**config.mk**
```make
export PLATFORM = sky130hd
export DESIGN_NAME = date_add_days
export DESIGN_NICKNAME = d
export VERILOG_FILES = /design/src/rtl/dadd_pkg.sv /design/src/rtl/dadd_year.sv /design/src/rtl/dadd_step.sv /design/src/rtl/date_add_days.sv
export SDC_FILE = /design/constraint.sdc
export NUM_CORES = 1
export LEC_CHECK = 0
export ABC_AREA = 1
export BUFFER_PORTS_ARGS = -buffer_cell sky130_fd_sc_hd__buf_2
export CAP_MARGIN = 20
export CORE_ASPECT_RATIO = 1.4
export CORE_MARGIN = 4
export CORE_UTILIZATION = 52
export CTS_CLUSTER_DIAMETER = 60
export CTS_CLUSTER_SIZE = 10
export DETAILED_ROUTE_END_ITERATION = 12
export GPL_TIMING_DRIVEN = 0
export PLACE_DENSITY_LB_ADDON = 0.08
export SYNTH_ARGS = -nofsm -noshare
export SYNTH_HDL_FRONTEND = slang
export SYNTH_SLANG_ARGS = --single-unit
```
**constraint.sdc**
```tcl
create_clock -name clock -period 4.95 [get_ports clock]
set_input_delay 0.2475 -clock clock [delete_from_list [all_inputs] [get_ports clock]]
set_output_delay 0.2475 -clock clock [all_outputs]
set_load 0.02 [all_outputs]
```
**src/rtl/dadd_pkg.sv**
```systemverilog
// Shared constants, types and calendar functions for the date adder.
package dadd_pkg;

   localparam int DAY_W          = 5;
   localparam int MON_W          = 4;
   localparam int YEAR_W         = 14;
   localparam int DAYS_WIDTH_DEF = 16;

   localparam logic [YEAR_W-1:0] YEAR_MAX = 14'd16383;

   localparam logic [MON_W-1:0] MON_JAN = 4'd1;
   localparam logic [MON_W-1:0] MON_FEB = 4'd2;
   localparam logic [MON_W-1:0] MON_DEC = 4'd12;

   localparam logic [DAY_W-1:0] DAY_FIRST = 5'd1;
   localparam logic [DAY_W-1:0] DAY_LAST  = 5'd31;

   // Division by 100 as a multiply by 5243 / 2^19, exact for all 14-bit years.
   localparam logic [12:0] CENT_RECIP = 13'd5243;
   localparam int          CENT_SHIFT = 19;
   localparam logic [6:0]  CENT       = 7'd100;
   localparam logic [6:0]  CENT_LAST  = 7'd99;

   typedef struct packed {
      logic div;
      logic rem;
      logic inc;
   } yctl_type;

   typedef struct packed {
      logic             adv;
      logic             wrap;
      logic [DAY_W-1:0] d_next;
      logic [MON_W-1:0] m_next;
   } step_type;

   function automatic logic [DAY_W-1:0] month_days(input logic [MON_W-1:0] m,
                                                   input logic leap);
      logic [DAY_W-1:0] len;
      unique case (m)
         4'd1, 4'd3, 4'd5, 4'd7, 4'd8, 4'd10, 4'd12: len = 5'd31;
         4'd4, 4'd6, 4'd9, 4'd11:                   len = 5'd30;
         MON_FEB:                                   len = leap ? 5'd29 : 5'd28;
         default:                                   len = 5'd0;
      endcase
      return len;
   endfunction

endpackage

```
**src/rtl/dadd_year.sv**
```systemverilog
// Year tracker: splits the start year by 100 and keeps the leap flag as the year advances.
module dadd_year (
   input  logic                           clock,
   input  logic                           reset,
   input  dadd_pkg::yctl_type             ctl,
   input  logic [dadd_pkg::YEAR_W-1:0]    year,
   output logic                           leap
);
   import dadd_pkg::*;

   logic [YEAR_W+12:0] prod;
   logic [7:0]         q_ff, q_in;
   logic [14:0]        qx100;
   logic [YEAR_W-1:0]  rem_full;
   logic [6:0]         yr100_ff, yr100_in;
   logic [1:0]         cen4_ff, cen4_in;

   assign prod     = {{13{1'b0}}, year} * {{YEAR_W{1'b0}}, CENT_RECIP};
   assign qx100    = {7'd0, q_ff} * {8'd0, CENT};
   assign rem_full = year - qx100[YEAR_W-1:0];

   always_comb begin
      q_in     = q_ff;
      yr100_in = yr100_ff;
      cen4_in  = cen4_ff;
      if (ctl.div) begin
         q_in = prod[CENT_SHIFT+7:CENT_SHIFT];
      end
      if (ctl.rem) begin
         yr100_in = rem_full[6:0];
         cen4_in  = q_ff[1:0];
      end else if (ctl.inc) begin
         if (yr100_ff == CENT_LAST) begin
            yr100_in = 7'd0;
            cen4_in  = cen4_ff + 2'd1;
         end else begin
            yr100_in = yr100_ff + 7'd1;
         end
      end
   end

   always_ff @(posedge clock) begin
      if (reset) begin
         q_ff     <= '0;
         yr100_ff <= '0;
         cen4_ff  <= '0;
      end else begin
         q_ff     <= q_in;
         yr100_ff <= yr100_in;
         cen4_ff  <= cen4_in;
      end
   end

   assign leap = (year[1:0] == 2'd0) && ((yr100_ff != 7'd0) || (cen4_ff == 2'd0));

endmodule

```
**src/rtl/dadd_step.sv**
```systemverilog
// Month step unit: one subtract and compare that either finishes the month or jumps to the next.
module dadd_step #(
   parameter int DAYS_WIDTH = dadd_pkg::DAYS_WIDTH_DEF
) (
   input  logic [dadd_pkg::DAY_W-1:0] day,
   input  logic [dadd_pkg::MON_W-1:0] month,
   input  logic                       leap,
   input  logic [DAYS_WIDTH-1:0]      days,
   output dadd_pkg::step_type         step,
   output logic [DAYS_WIDTH-1:0]      days_next
);
   import dadd_pkg::*;

   logic [DAY_W-1:0]      len;
   logic [DAY_W:0]        to_next;
   logic [DAYS_WIDTH-1:0] to_next_x;

   assign len       = month_days(month, leap);
   assign to_next   = {1'b0, len} - {1'b0, day} + 6'd1;
   assign to_next_x = {{(DAYS_WIDTH-DAY_W-1){1'b0}}, to_next};

   always_comb begin
      step.adv  = days >= to_next_x;
      step.wrap = step.adv && (month == MON_DEC);
      if (step.adv) begin
         step.d_next = DAY_FIRST;
         step.m_next = (month == MON_DEC) ? MON_JAN : month + 4'd1;
         days_next   = days - to_next_x;
      end else begin
         step.d_next = day + days[DAY_W-1:0];
         step.m_next = month;
         days_next   = '0;
      end
   end

endmodule

```
**src/rtl/date_add_days.sv**
```systemverilog
// Top level of the Gregorian date adder: sequencer around the month step unit.
//
//   Channel   Ports                            Handshake
//   request   start, busy, req_*               taken when start is high and busy is low
//   result    rsp_valid, rsp_*                 one-cycle strobe, always taken
//
// An invalid date keeps busy high through DIV, REM, CHK and OUT, the last being the result
// strobe. Any other request goes through DIV, REM and CHK into RUN, where each step crosses
// a month boundary or ends the count in a month, then OUT once the count is zero or the
// year saturates. DIV and REM split the start year by 100 in the year tracker's multiplier.
// Reset is synchronous and returns the sequencer to idle. The receiver cannot stall.
module date_add_days #(
   parameter int DAYS_WIDTH = dadd_pkg::DAYS_WIDTH_DEF
) (
   input  logic                           clock,
   input  logic                           reset,
   input  logic                           start,
   output logic                           busy,
   input  logic [dadd_pkg::DAY_W-1:0]     req_start_day,
   input  logic [dadd_pkg::MON_W-1:0]     req_start_month,
   input  logic [dadd_pkg::YEAR_W-1:0]    req_start_year,
   input  logic [DAYS_WIDTH-1:0]          req_days_to_add,
   output logic                           rsp_valid,
   output logic [dadd_pkg::DAY_W-1:0]     rsp_end_day,
   output logic [dadd_pkg::MON_W-1:0]     rsp_end_month,
   output logic [dadd_pkg::YEAR_W-1:0]    rsp_end_year,
   output logic                           rsp_invalid_date,
   output logic                           rsp_year_overflow
);
   import dadd_pkg::*;

   localparam logic [2:0] S_IDLE = 3'd0;
   localparam logic [2:0] S_DIV  = 3'd1;
   localparam logic [2:0] S_REM  = 3'd2;
   localparam logic [2:0] S_CHK  = 3'd3;
   localparam logic [2:0] S_RUN  = 3'd4;
   localparam logic [2:0] S_OUT  = 3'd5;

   logic [2:0]            state_ff, state_in;
   logic [DAY_W-1:0]      day_ff, day_in;
   logic [MON_W-1:0]      mon_ff, mon_in;
   logic [YEAR_W-1:0]     year_ff, year_in;
   logic [DAYS_WIDTH-1:0] days_ff, days_in;
   logic                  inv_ff, inv_in;
   logic                  ovf_ff, ovf_in;

   yctl_type              yctl;
   logic                  leap;
   step_type              step;
   logic [DAYS_WIDTH-1:0] days_next;
   logic                  bad_date;

   dadd_year u_year (
      .clock (clock),
      .reset (reset),
      .ctl   (yctl),
      .year  (year_ff),
      .leap  (leap)
   );

   dadd_step #(.DAYS_WIDTH(DAYS_WIDTH)) u_step (
      .day       (day_ff),
      .month     (mon_ff),
      .leap      (leap),
      .days      (days_ff),
      .step      (step),
      .days_next (days_next)
   );

   assign bad_date = (day_ff == '0) || (mon_ff == '0) || (mon_ff > MON_DEC) ||
                     (day_ff > month_days(mon_ff, leap));

   always_comb begin
      state_in = state_ff;
      day_in   = day_ff;
      mon_in   = mon_ff;
      year_in  = year_ff;
      days_in  = days_ff;
      inv_in   = inv_ff;
      ovf_in   = ovf_ff;
      yctl     = '0;
      unique case (state_ff)
         S_IDLE: begin
            if (start) begin
               day_in   = req_start_day;
               mon_in   = req_start_month;
               year_in  = req_start_year;
               days_in  = req_days_to_add;
               inv_in   = 1'b0;
               ovf_in   = 1'b0;
               state_in = S_DIV;
            end
         end
         S_DIV: begin
            yctl.div = 1'b1;
            state_in = S_REM;
         end
         S_REM: begin
            yctl.rem = 1'b1;
            state_in = S_CHK;
         end
         S_CHK: begin
            if (bad_date) begin
               inv_in   = 1'b1;
               state_in = S_OUT;
            end else begin
               state_in = S_RUN;
            end
         end
         S_RUN: begin
            if (days_ff == '0) begin
               state_in = S_OUT;
            end else if (step.wrap && (year_ff == YEAR_MAX)) begin
               ovf_in   = 1'b1;
               day_in   = DAY_LAST;
               mon_in   = MON_DEC;
               year_in  = YEAR_MAX;
               state_in = S_OUT;
            end else begin
               day_in   = step.d_next;
               mon_in   = step.m_next;
               days_in  = days_next;
               if (step.wrap) begin
                  year_in  = year_ff + 14'd1;
                  yctl.inc = 1'b1;
               end
            end
         end
         S_OUT: begin
            state_in = S_IDLE;
         end
         default: begin
            state_in = S_IDLE;
         end
      endcase
   end

   always_ff @(posedge clock) begin
      if (reset) begin
         state_ff <= S_IDLE;
      end else begin
         state_ff <= state_in;
      end
   end

   always_ff @(posedge clock) begin
      day_ff  <= day_in;
      mon_ff  <= mon_in;
      year_ff <= year_in;
      days_ff <= days_in;
      inv_ff  <= inv_in;
      ovf_ff  <= ovf_in;
   end

   assign busy              = (state_ff != S_IDLE);
   assign rsp_valid         = (state_ff == S_OUT);
   assign rsp_end_day       = day_ff;
   assign rsp_end_month     = mon_ff;
   assign rsp_end_year      = year_ff;
   assign rsp_invalid_date  = inv_ff;
   assign rsp_year_overflow = ovf_ff;

endmodule

```
* Word level (Yosys, flattened, before mapping)
Index checks and enable logic that the tools add are counted.
Storage, ports and cells: flip-flop bits (word level) 61, input port bits 42, output and inout bits 27, word-level logic and storage cells 125
Cells by class: add/subtract/negate cells 9, multiply operators 2, magnitude comparators 3, equal/unequal tests 27, multiplexer cells 45, reductions and logical operators 29
Operator list (count):
- 16-bit 2-to-1 mux | 4
- 14-bit 2-to-1 mux | 4
- 16-bit one-hot mux with 2 select lines | 1
- 14-bit one-hot mux with 2 select lines | 1
- 14-bit by 13-bit multiplier with 27-bit output (second input constant) | 1
- 7-bit 2-to-1 mux | 3
- 4-bit == test (second input constant) | 5
- 4-bit by 3-bit == test with 1-bit output (second input constant) | 4
- 16-bit by 6-bit greater-or-equal comparator with 1-bit output | 1
- 16-bit logical NOT | 1
- 4-bit 2-to-1 mux | 4
- 4-bit AND reduction | 4
- 16-bit by 6-bit subtractor with 16-bit output | 1
- 5-bit 2-to-1 mux | 3
- 3-bit one-hot mux with 5 select lines | 1
- 5-bit one-hot mux with 3 select lines | 1
- 14-bit by 1-bit adder with 14-bit output (second input constant) | 1
- 14-bit == test (second input constant) | 1
- 1-bit 2-to-1 mux | 12
- 2-bit inequality test (second input constant) | 5
- 5-bit one-hot mux with 2 select lines | 1
- 3-bit 2-to-1 mux | 3
- 9-bit 2-to-1 mux | 1
- 3-bit inequality test (second input constant) | 3
- other kinds (32) | 49

* Longest topological paths before layout
depth in word-level cells 15, mapped depth 29, mapped depth without buffers 27

* Cells and area by module
Synthesis repeated with hierarchy kept, for this count alone.
Unflattened totals: cells, all modules 1083, area, all modules 8224.1 µm²
Modules (own cells, without submodules):
- dadd_year | instances 1, cells each 526, area each 4322.9 µm², sequential area each 280.3 µm²
- date_add_days | instances 1, cells each 320, area each 2548.7 µm², sequential area each 1291.2 µm²
- dadd_step | instances 1, cells each 237, area each 1352.5 µm², sequential area each 0.0 µm²

* Least setup slack after synthesis
No wires, ideal clock.
kind reg2reg, start reg mon_ff[0] (netlist: rsp_end_month[0]), end reg ovf_ff (netlist: rsp_year_overflow) (enable), library setup time 0.295 ns, arrival time 4.567 ns, required time 4.655 ns, path slack 0.088 ns, stages on the path, launching flop included 26, buffers on the path 1, clock period less this slack 4.862 ns, path through edfxtp_1 > inv_1 > ha_1 > inv_1 > o21ai_0 > nand2_1 > o21a_1 > inv_1 > nor3_1 > inv_1 > ha_1 > fa_1 > nand3_1 > nand2_1 > xor2_1 > ha_1 > nand2_1 > inv_1 > nand2_1 > nor2_1 > nor2_2 > nand2_2 > buf_6 > nand2_1 > a21oi_1 > and2_1
On the way: cells in the longest elaborated chain, start to end 10, elaborated cells between the ends (all ways) 22, classes of those cells add/sub (2); order compare (1); eq/ne (13); mux (1); reduce/logical (5)
RTL lines:
- start, declared | line date_add_days.sv:41 | logic [MON_W-1:0] mon_ff, mon_in;
- start signal, assigned | line date_add_days.sv:148 | mon_ff <= mon_in;
- 4-bit by 1-bit == test with 1-bit output (tied with other cells) | line dadd_pkg.sv:40 | unique case (m)
- 7-bit OR reduction or 4-bit OR reduction (tied branches) | line dadd_pkg.sv:40
- 5-bit one-hot mux with 3 select lines | line dadd_pkg.sv:40
- 5-bit by 5-bit subtractor with 6-bit output | line dadd_step.sv:19 | assign to_next = {1'b0, len} - {1'b0, day} + 6'd1;
- 6-bit by 1-bit adder with 6-bit output | line dadd_step.sv:19
- 16-bit by 6-bit greater-or-equal comparator with 1-bit output | line dadd_step.sv:23 | step.adv = days >= to_next_x;
- 1-bit logical AND (*) | line dadd_step.sv:24 | step.wrap = step.adv && (month == MON_DEC);
- 1-bit logical AND (*) | line date_add_days.sv:113 | end else if (step.wrap && (year_ff == YEAR_MAX)) begin
- 2-bit inequality test (no line) (*)
- 4-bit AND reduction (no line) (*)
- end signal, assigned | line date_add_days.sv:152 | ovf_ff <= ovf_in;
- end, declared | line date_add_days.sv:45 | logic ovf_ff, ovf_in;
Every way passes the cells marked *; elsewhere a longest branch is shown, timed or not. A chain may end at the register's enable or synchronous reset.

* Worst setup path after layout
start reg year_ff[10] (netlist: rsp_end_year[10]), end reg u_year.q_ff[1]
On the way: cells in the longest elaborated chain, start to end 1
RTL lines:
- start, declared | line date_add_days.sv:42 | logic [YEAR_W-1:0] year_ff, year_in;
- start signal, assigned | line date_add_days.sv:149 | year_ff <= year_in;
- 14-bit by 13-bit multiplier with 27-bit output | line dadd_year.sv:18 | assign prod = {{13{1'b0}}, year} * {{YEAR_W{1'b0}}, CENT_RECIP};
- end signal, assigned | line dadd_year.sv:48 | q_ff <= q_in;
- end, declared | line dadd_year.sv:12 | logic [7:0] q_ff, q_in;
No other way between the ends.

==> impl_metrics.env <==
export IMPL_outcome="complete, no violations"
export IMPL_crit_path_end_kind="flop"
export IMPL_place_congestion=0.856
export IMPL_critical_path_class="flop to flop"
export IMPL_synth_top_cell_by_area="ha_1"
export IMPL_syn_to_final_growth_pct=12.6
export IMPL_total_leakage_power_uw=0.00456
export IMPL_numClockSinks=58
export IMPL_clkTransAtPathRegs_ps=60
export IMPL_critical_path_arrival_ps=4850
export IMPL_fillCellCount=1454
export IMPL_synth_top_area_share_pct=21.0
export IMPL_synth_warnings=0
export IMPL_drc=0
export IMPL_grt_pass1_wl_um=32700
export IMPL_synth_seq_cells=58
export IMPL_dieArea_um2=17200
export IMPL_port_buffers=68
export IMPL_min_period_ps=4620
export IMPL_synth_top_cells_by_count="203 x inv_1, 173 x nand2_1, 132 x ha_1"
export IMPL_yosysSeqAreaShare_pct=20.0
export IMPL_wire_per_inst_um=15.6
export IMPL_yosys_area_share_simple_pct=18.5
export IMPL_reg2regPathDepth=19
export IMPL_min_from="req_days_to_add[15]"
export IMPL_fmax_mhz=216
export IMPL_wl_um=19600
export IMPL_cts_made_buffers=9
export IMPL_antenna_found_initial=0
export IMPL_start_kind="flop"
export IMPL_drv_cap=0
export IMPL_drt_pass1_iterations=4
export IMPL_synthTopCellsByArea="ha_1 21%, fa_1 17%, edfxtp_1 16%, inv_1 9.7%, nand2_1 8.2%"
export IMPL_setup_tns_ps=0
export IMPL_rr_startpoint="rsp_end_year[10]"
export IMPL_whs_path_depth=3
export IMPL_drt_first_iter_violations=273
export IMPL_hold_end="days_ff[15]"
export IMPL_h_tree_depth=3
export IMPL_maxSlewHeadroom_pct=58.8
export IMPL_core_region_area_um2=14900
export IMPL_syn_nets=1216
export IMPL_clockRootBuffer="clkbuf_16"
export IMPL_grt_total_usage_pct=23.9
export IMPL_holdBufCountCts=0
export IMPL_n_antenna_cell=0
export IMPL_cts_buffer_depth=2
export IMPL_synth_edf_count=41
export IMPL_r2r_end="u_year.q_ff[1]"
export IMPL_setup_violations=0
export IMPL_dp_cells=1236
export IMPL_final_hold_violation_count=0
export IMPL_rows=53
export IMPL_synth_cell_area_um2=7880
export IMPL_synthArstFlopShare_pct=0
export IMPL_clock_skew_ps=8.17
export IMPL_min_path_type="input port to flop"
export IMPL_fin_crit_sh_pct=93.4
export IMPL_grt_pass1_vias=6601
export IMPL_ioPinCount=69
export IMPL_fp_dieH_um=154
export IMPL_final_nets=1305
export IMPL_synthAdderAreaFrac_pct=38.0
export IMPL_synth_xor_area_share_pct=3.34
export IMPL_grt_setup_unrepaired="false"
export IMPL_cp_required_ps=5180
export IMPL_crit_fanout=10
export IMPL_multi_input_area_um2=5490
export IMPL_grt_max_degree=17
export IMPL_initial_core_util_pct=52.8
export IMPL_cts_tree="yes"
export IMPL_synth_main_ff_cell="edfxtp_1"
export IMPL_vias=6461
export IMPL_ant_nets=0
export IMPL_p_per_area_nw_per_um2=725
export IMPL_ir_drop_mv=0.993
export IMPL_synth_top_family_by_area="adder cells"
export IMPL_synth_cells=975
export IMPL_drive_gt1_share_pct=12.1
export IMPL_synth_compound_area_share_pct=9.45
export IMPL_synthMuxAreaShare_pct=0
export IMPL_r2r_setup_slack_ps=330
export IMPL_overflow=0
export IMPL_worst_pin_slew_ps=618
export IMPL_yosysMostFrequentCell="inv_1"
export IMPL_area_sequential_um2=1570
export IMPL_vias_per_cell=5.12
export IMPL_final_cells=1261
export IMPL_syn_area_per_cell_um2=8.08
export IMPL_die_w_um=112
export IMPL_clock_latency_ps=330
export IMPL_synthDistinctLibCells=42
export IMPL_maxSlewViolCount=0
export IMPL_dp_hpwl_um=16500
-- critical path, stage by stage, from the launching register on --
cell,delay [ps]
edfxtp_1,610
ha_1,410
inv_1,60
fa_1,490
inv_1,70
fa_1,510
inv_1,50
fa_1,470
fa_1,560
inv_1,40
ha_1,330
a21oi_1,200
a21boi_0,200
nand2_1,80
nand2_1,80
nand2_1,50
nand2_1,60
nand3_1,130
nand2_1,90
inv_1,30
-- cells in the final DEF (no fill, tap or decap), types with 3 or more instances in the layout --
cell / Yosys / routed
inv_2: 3 / 3
clkbuf_16: 0 / 9
ha_1: 132 / 132
xnor2_1: 13 / 13
o21a_1: 6 / 6
dfxtp_1: 17 / 17
or2_2: 3 / 3
edfxtp_1: 41 / 41
a31oi_1: 3 / 3
a21oi_2: 3 / 3
buf_6: 3 / 3
nand3_1: 41 / 41
o21bai_1: 3 / 3
nand2_2: 5 / 5
xor2_1: 17 / 16
o22ai_1: 3 / 3
nor2_1: 80 / 80
buf_2: 2 / 71
fa_1: 67 / 67
inv_1: 203 / 202
nor3_1: 11 / 10
buf_4: 2 / 10
clkbuf_1: 5 / 6
o21ai_0: 45 / 45
nand2_1: 173 / 173
nor2_2: 4 / 4
a21oi_1: 57 / 56
a21o_1: 4 / 4
nand4_1: 9 / 9
-- metal layers --
layer  vias to the layer above  GRT usage, %  part of all wire [%]
met2                       107          46.0                    56
li1                       3289             -                     -
met3                        28          2.64                   2.5
met5                         -             0                     0
met4                         0          8.59                   2.8
met1                      3037          26.8                    39
-- flip-flops by register name, indices dropped and copies added, names as in the netlist --
name and flops:
rsp_end_month 4, state_ff 3, u_year.yr100_ff 7, rsp_year_overflow 1, u_year.q_ff 5, days_ff 16, rsp_end_year 14, rsp_end_day 5
u_year.cen4_ff 2, rsp_invalid_date 1
-- stage by stage --
stage | hold WS (ps) | util, % | setup slack [ps] | area, µm² | power, µW
2_1_floorplan | 433 | - | 87.7 | 7880 | 4560
3_3_place_gp | 452 | 56.7 | -664 | 8460 | 5750
3_5_place_dp | 456 | 56.7 | -221 | 8470 | 5810
4_1_cts | 182 | 58.7 | 17.8 | 8760 | 6460
5_1_grt | 197 | 59.4 | 14.1 | 8870 | 7370
6_report | 187 | 59.4 | 325 | 8870 | 6430
-- power breakdown --
group / total [µW] / leakage [µW] / internal (µW) / switching (µW)
clock network: 617 / 0.000136 / 386 / 231
logic: 5100 / 0.00390 / 1970 / 3130
registers: 714 / 0.000529 / 604 / 110
-- layout make-up --
| class | count | area share (%) |
|---|---|---|
| multi-input cells | 699 | 61.9 |
| flip-flops and latches | 58 | 17.7 |
| inverters | 206 | 8.75 |
| repair buffers | 78 | 4.80 |
| well taps | 192 | 2.71 |
| clock buffers | 10 | 2.58 |
| plain buffers | 12 | 0.875 |
| clock inverters | 6 | 0.663 |
-- cells by family (layout without fill, tap and decap cells) --
family,Yosys count,in the layout
AND/OR/NAND/NOR,338,338
buffers and inverters,218,312
adder cells (fa/ha/maj),199,199
AO/OA/AOI/OAI,132,132
flip-flops,58,58
XOR/XNOR,30,30
-- timing repair --
| item | 4_1_cts | 5_1_grt |
|---|---|---|
| setup buffers | 0 | 9 |
| setup endpoints to repair | 31 | 68 |
| pin swaps | 0 | 1 |
| gates resized for setup | 2 | 5 |
-- worst max-delay path by stage --
stage                          start                 to  slack, ps  depth (start not counted)
finish              rsp_end_year[10]     u_year.q_ff[1]        330                         19
CTS                 rsp_end_month[0]  rsp_year_overflow         20                         25
global route        rsp_end_year[10]     u_year.q_ff[1]         10                         19
detailed placement  rsp_end_month[0]  rsp_year_overflow       -220                         25
floorplan           rsp_end_month[0]  rsp_year_overflow         90                         25
global placement    rsp_end_month[0]  rsp_year_overflow       -660                         25
Note: power is estimated with default switching activity, not from simulation.
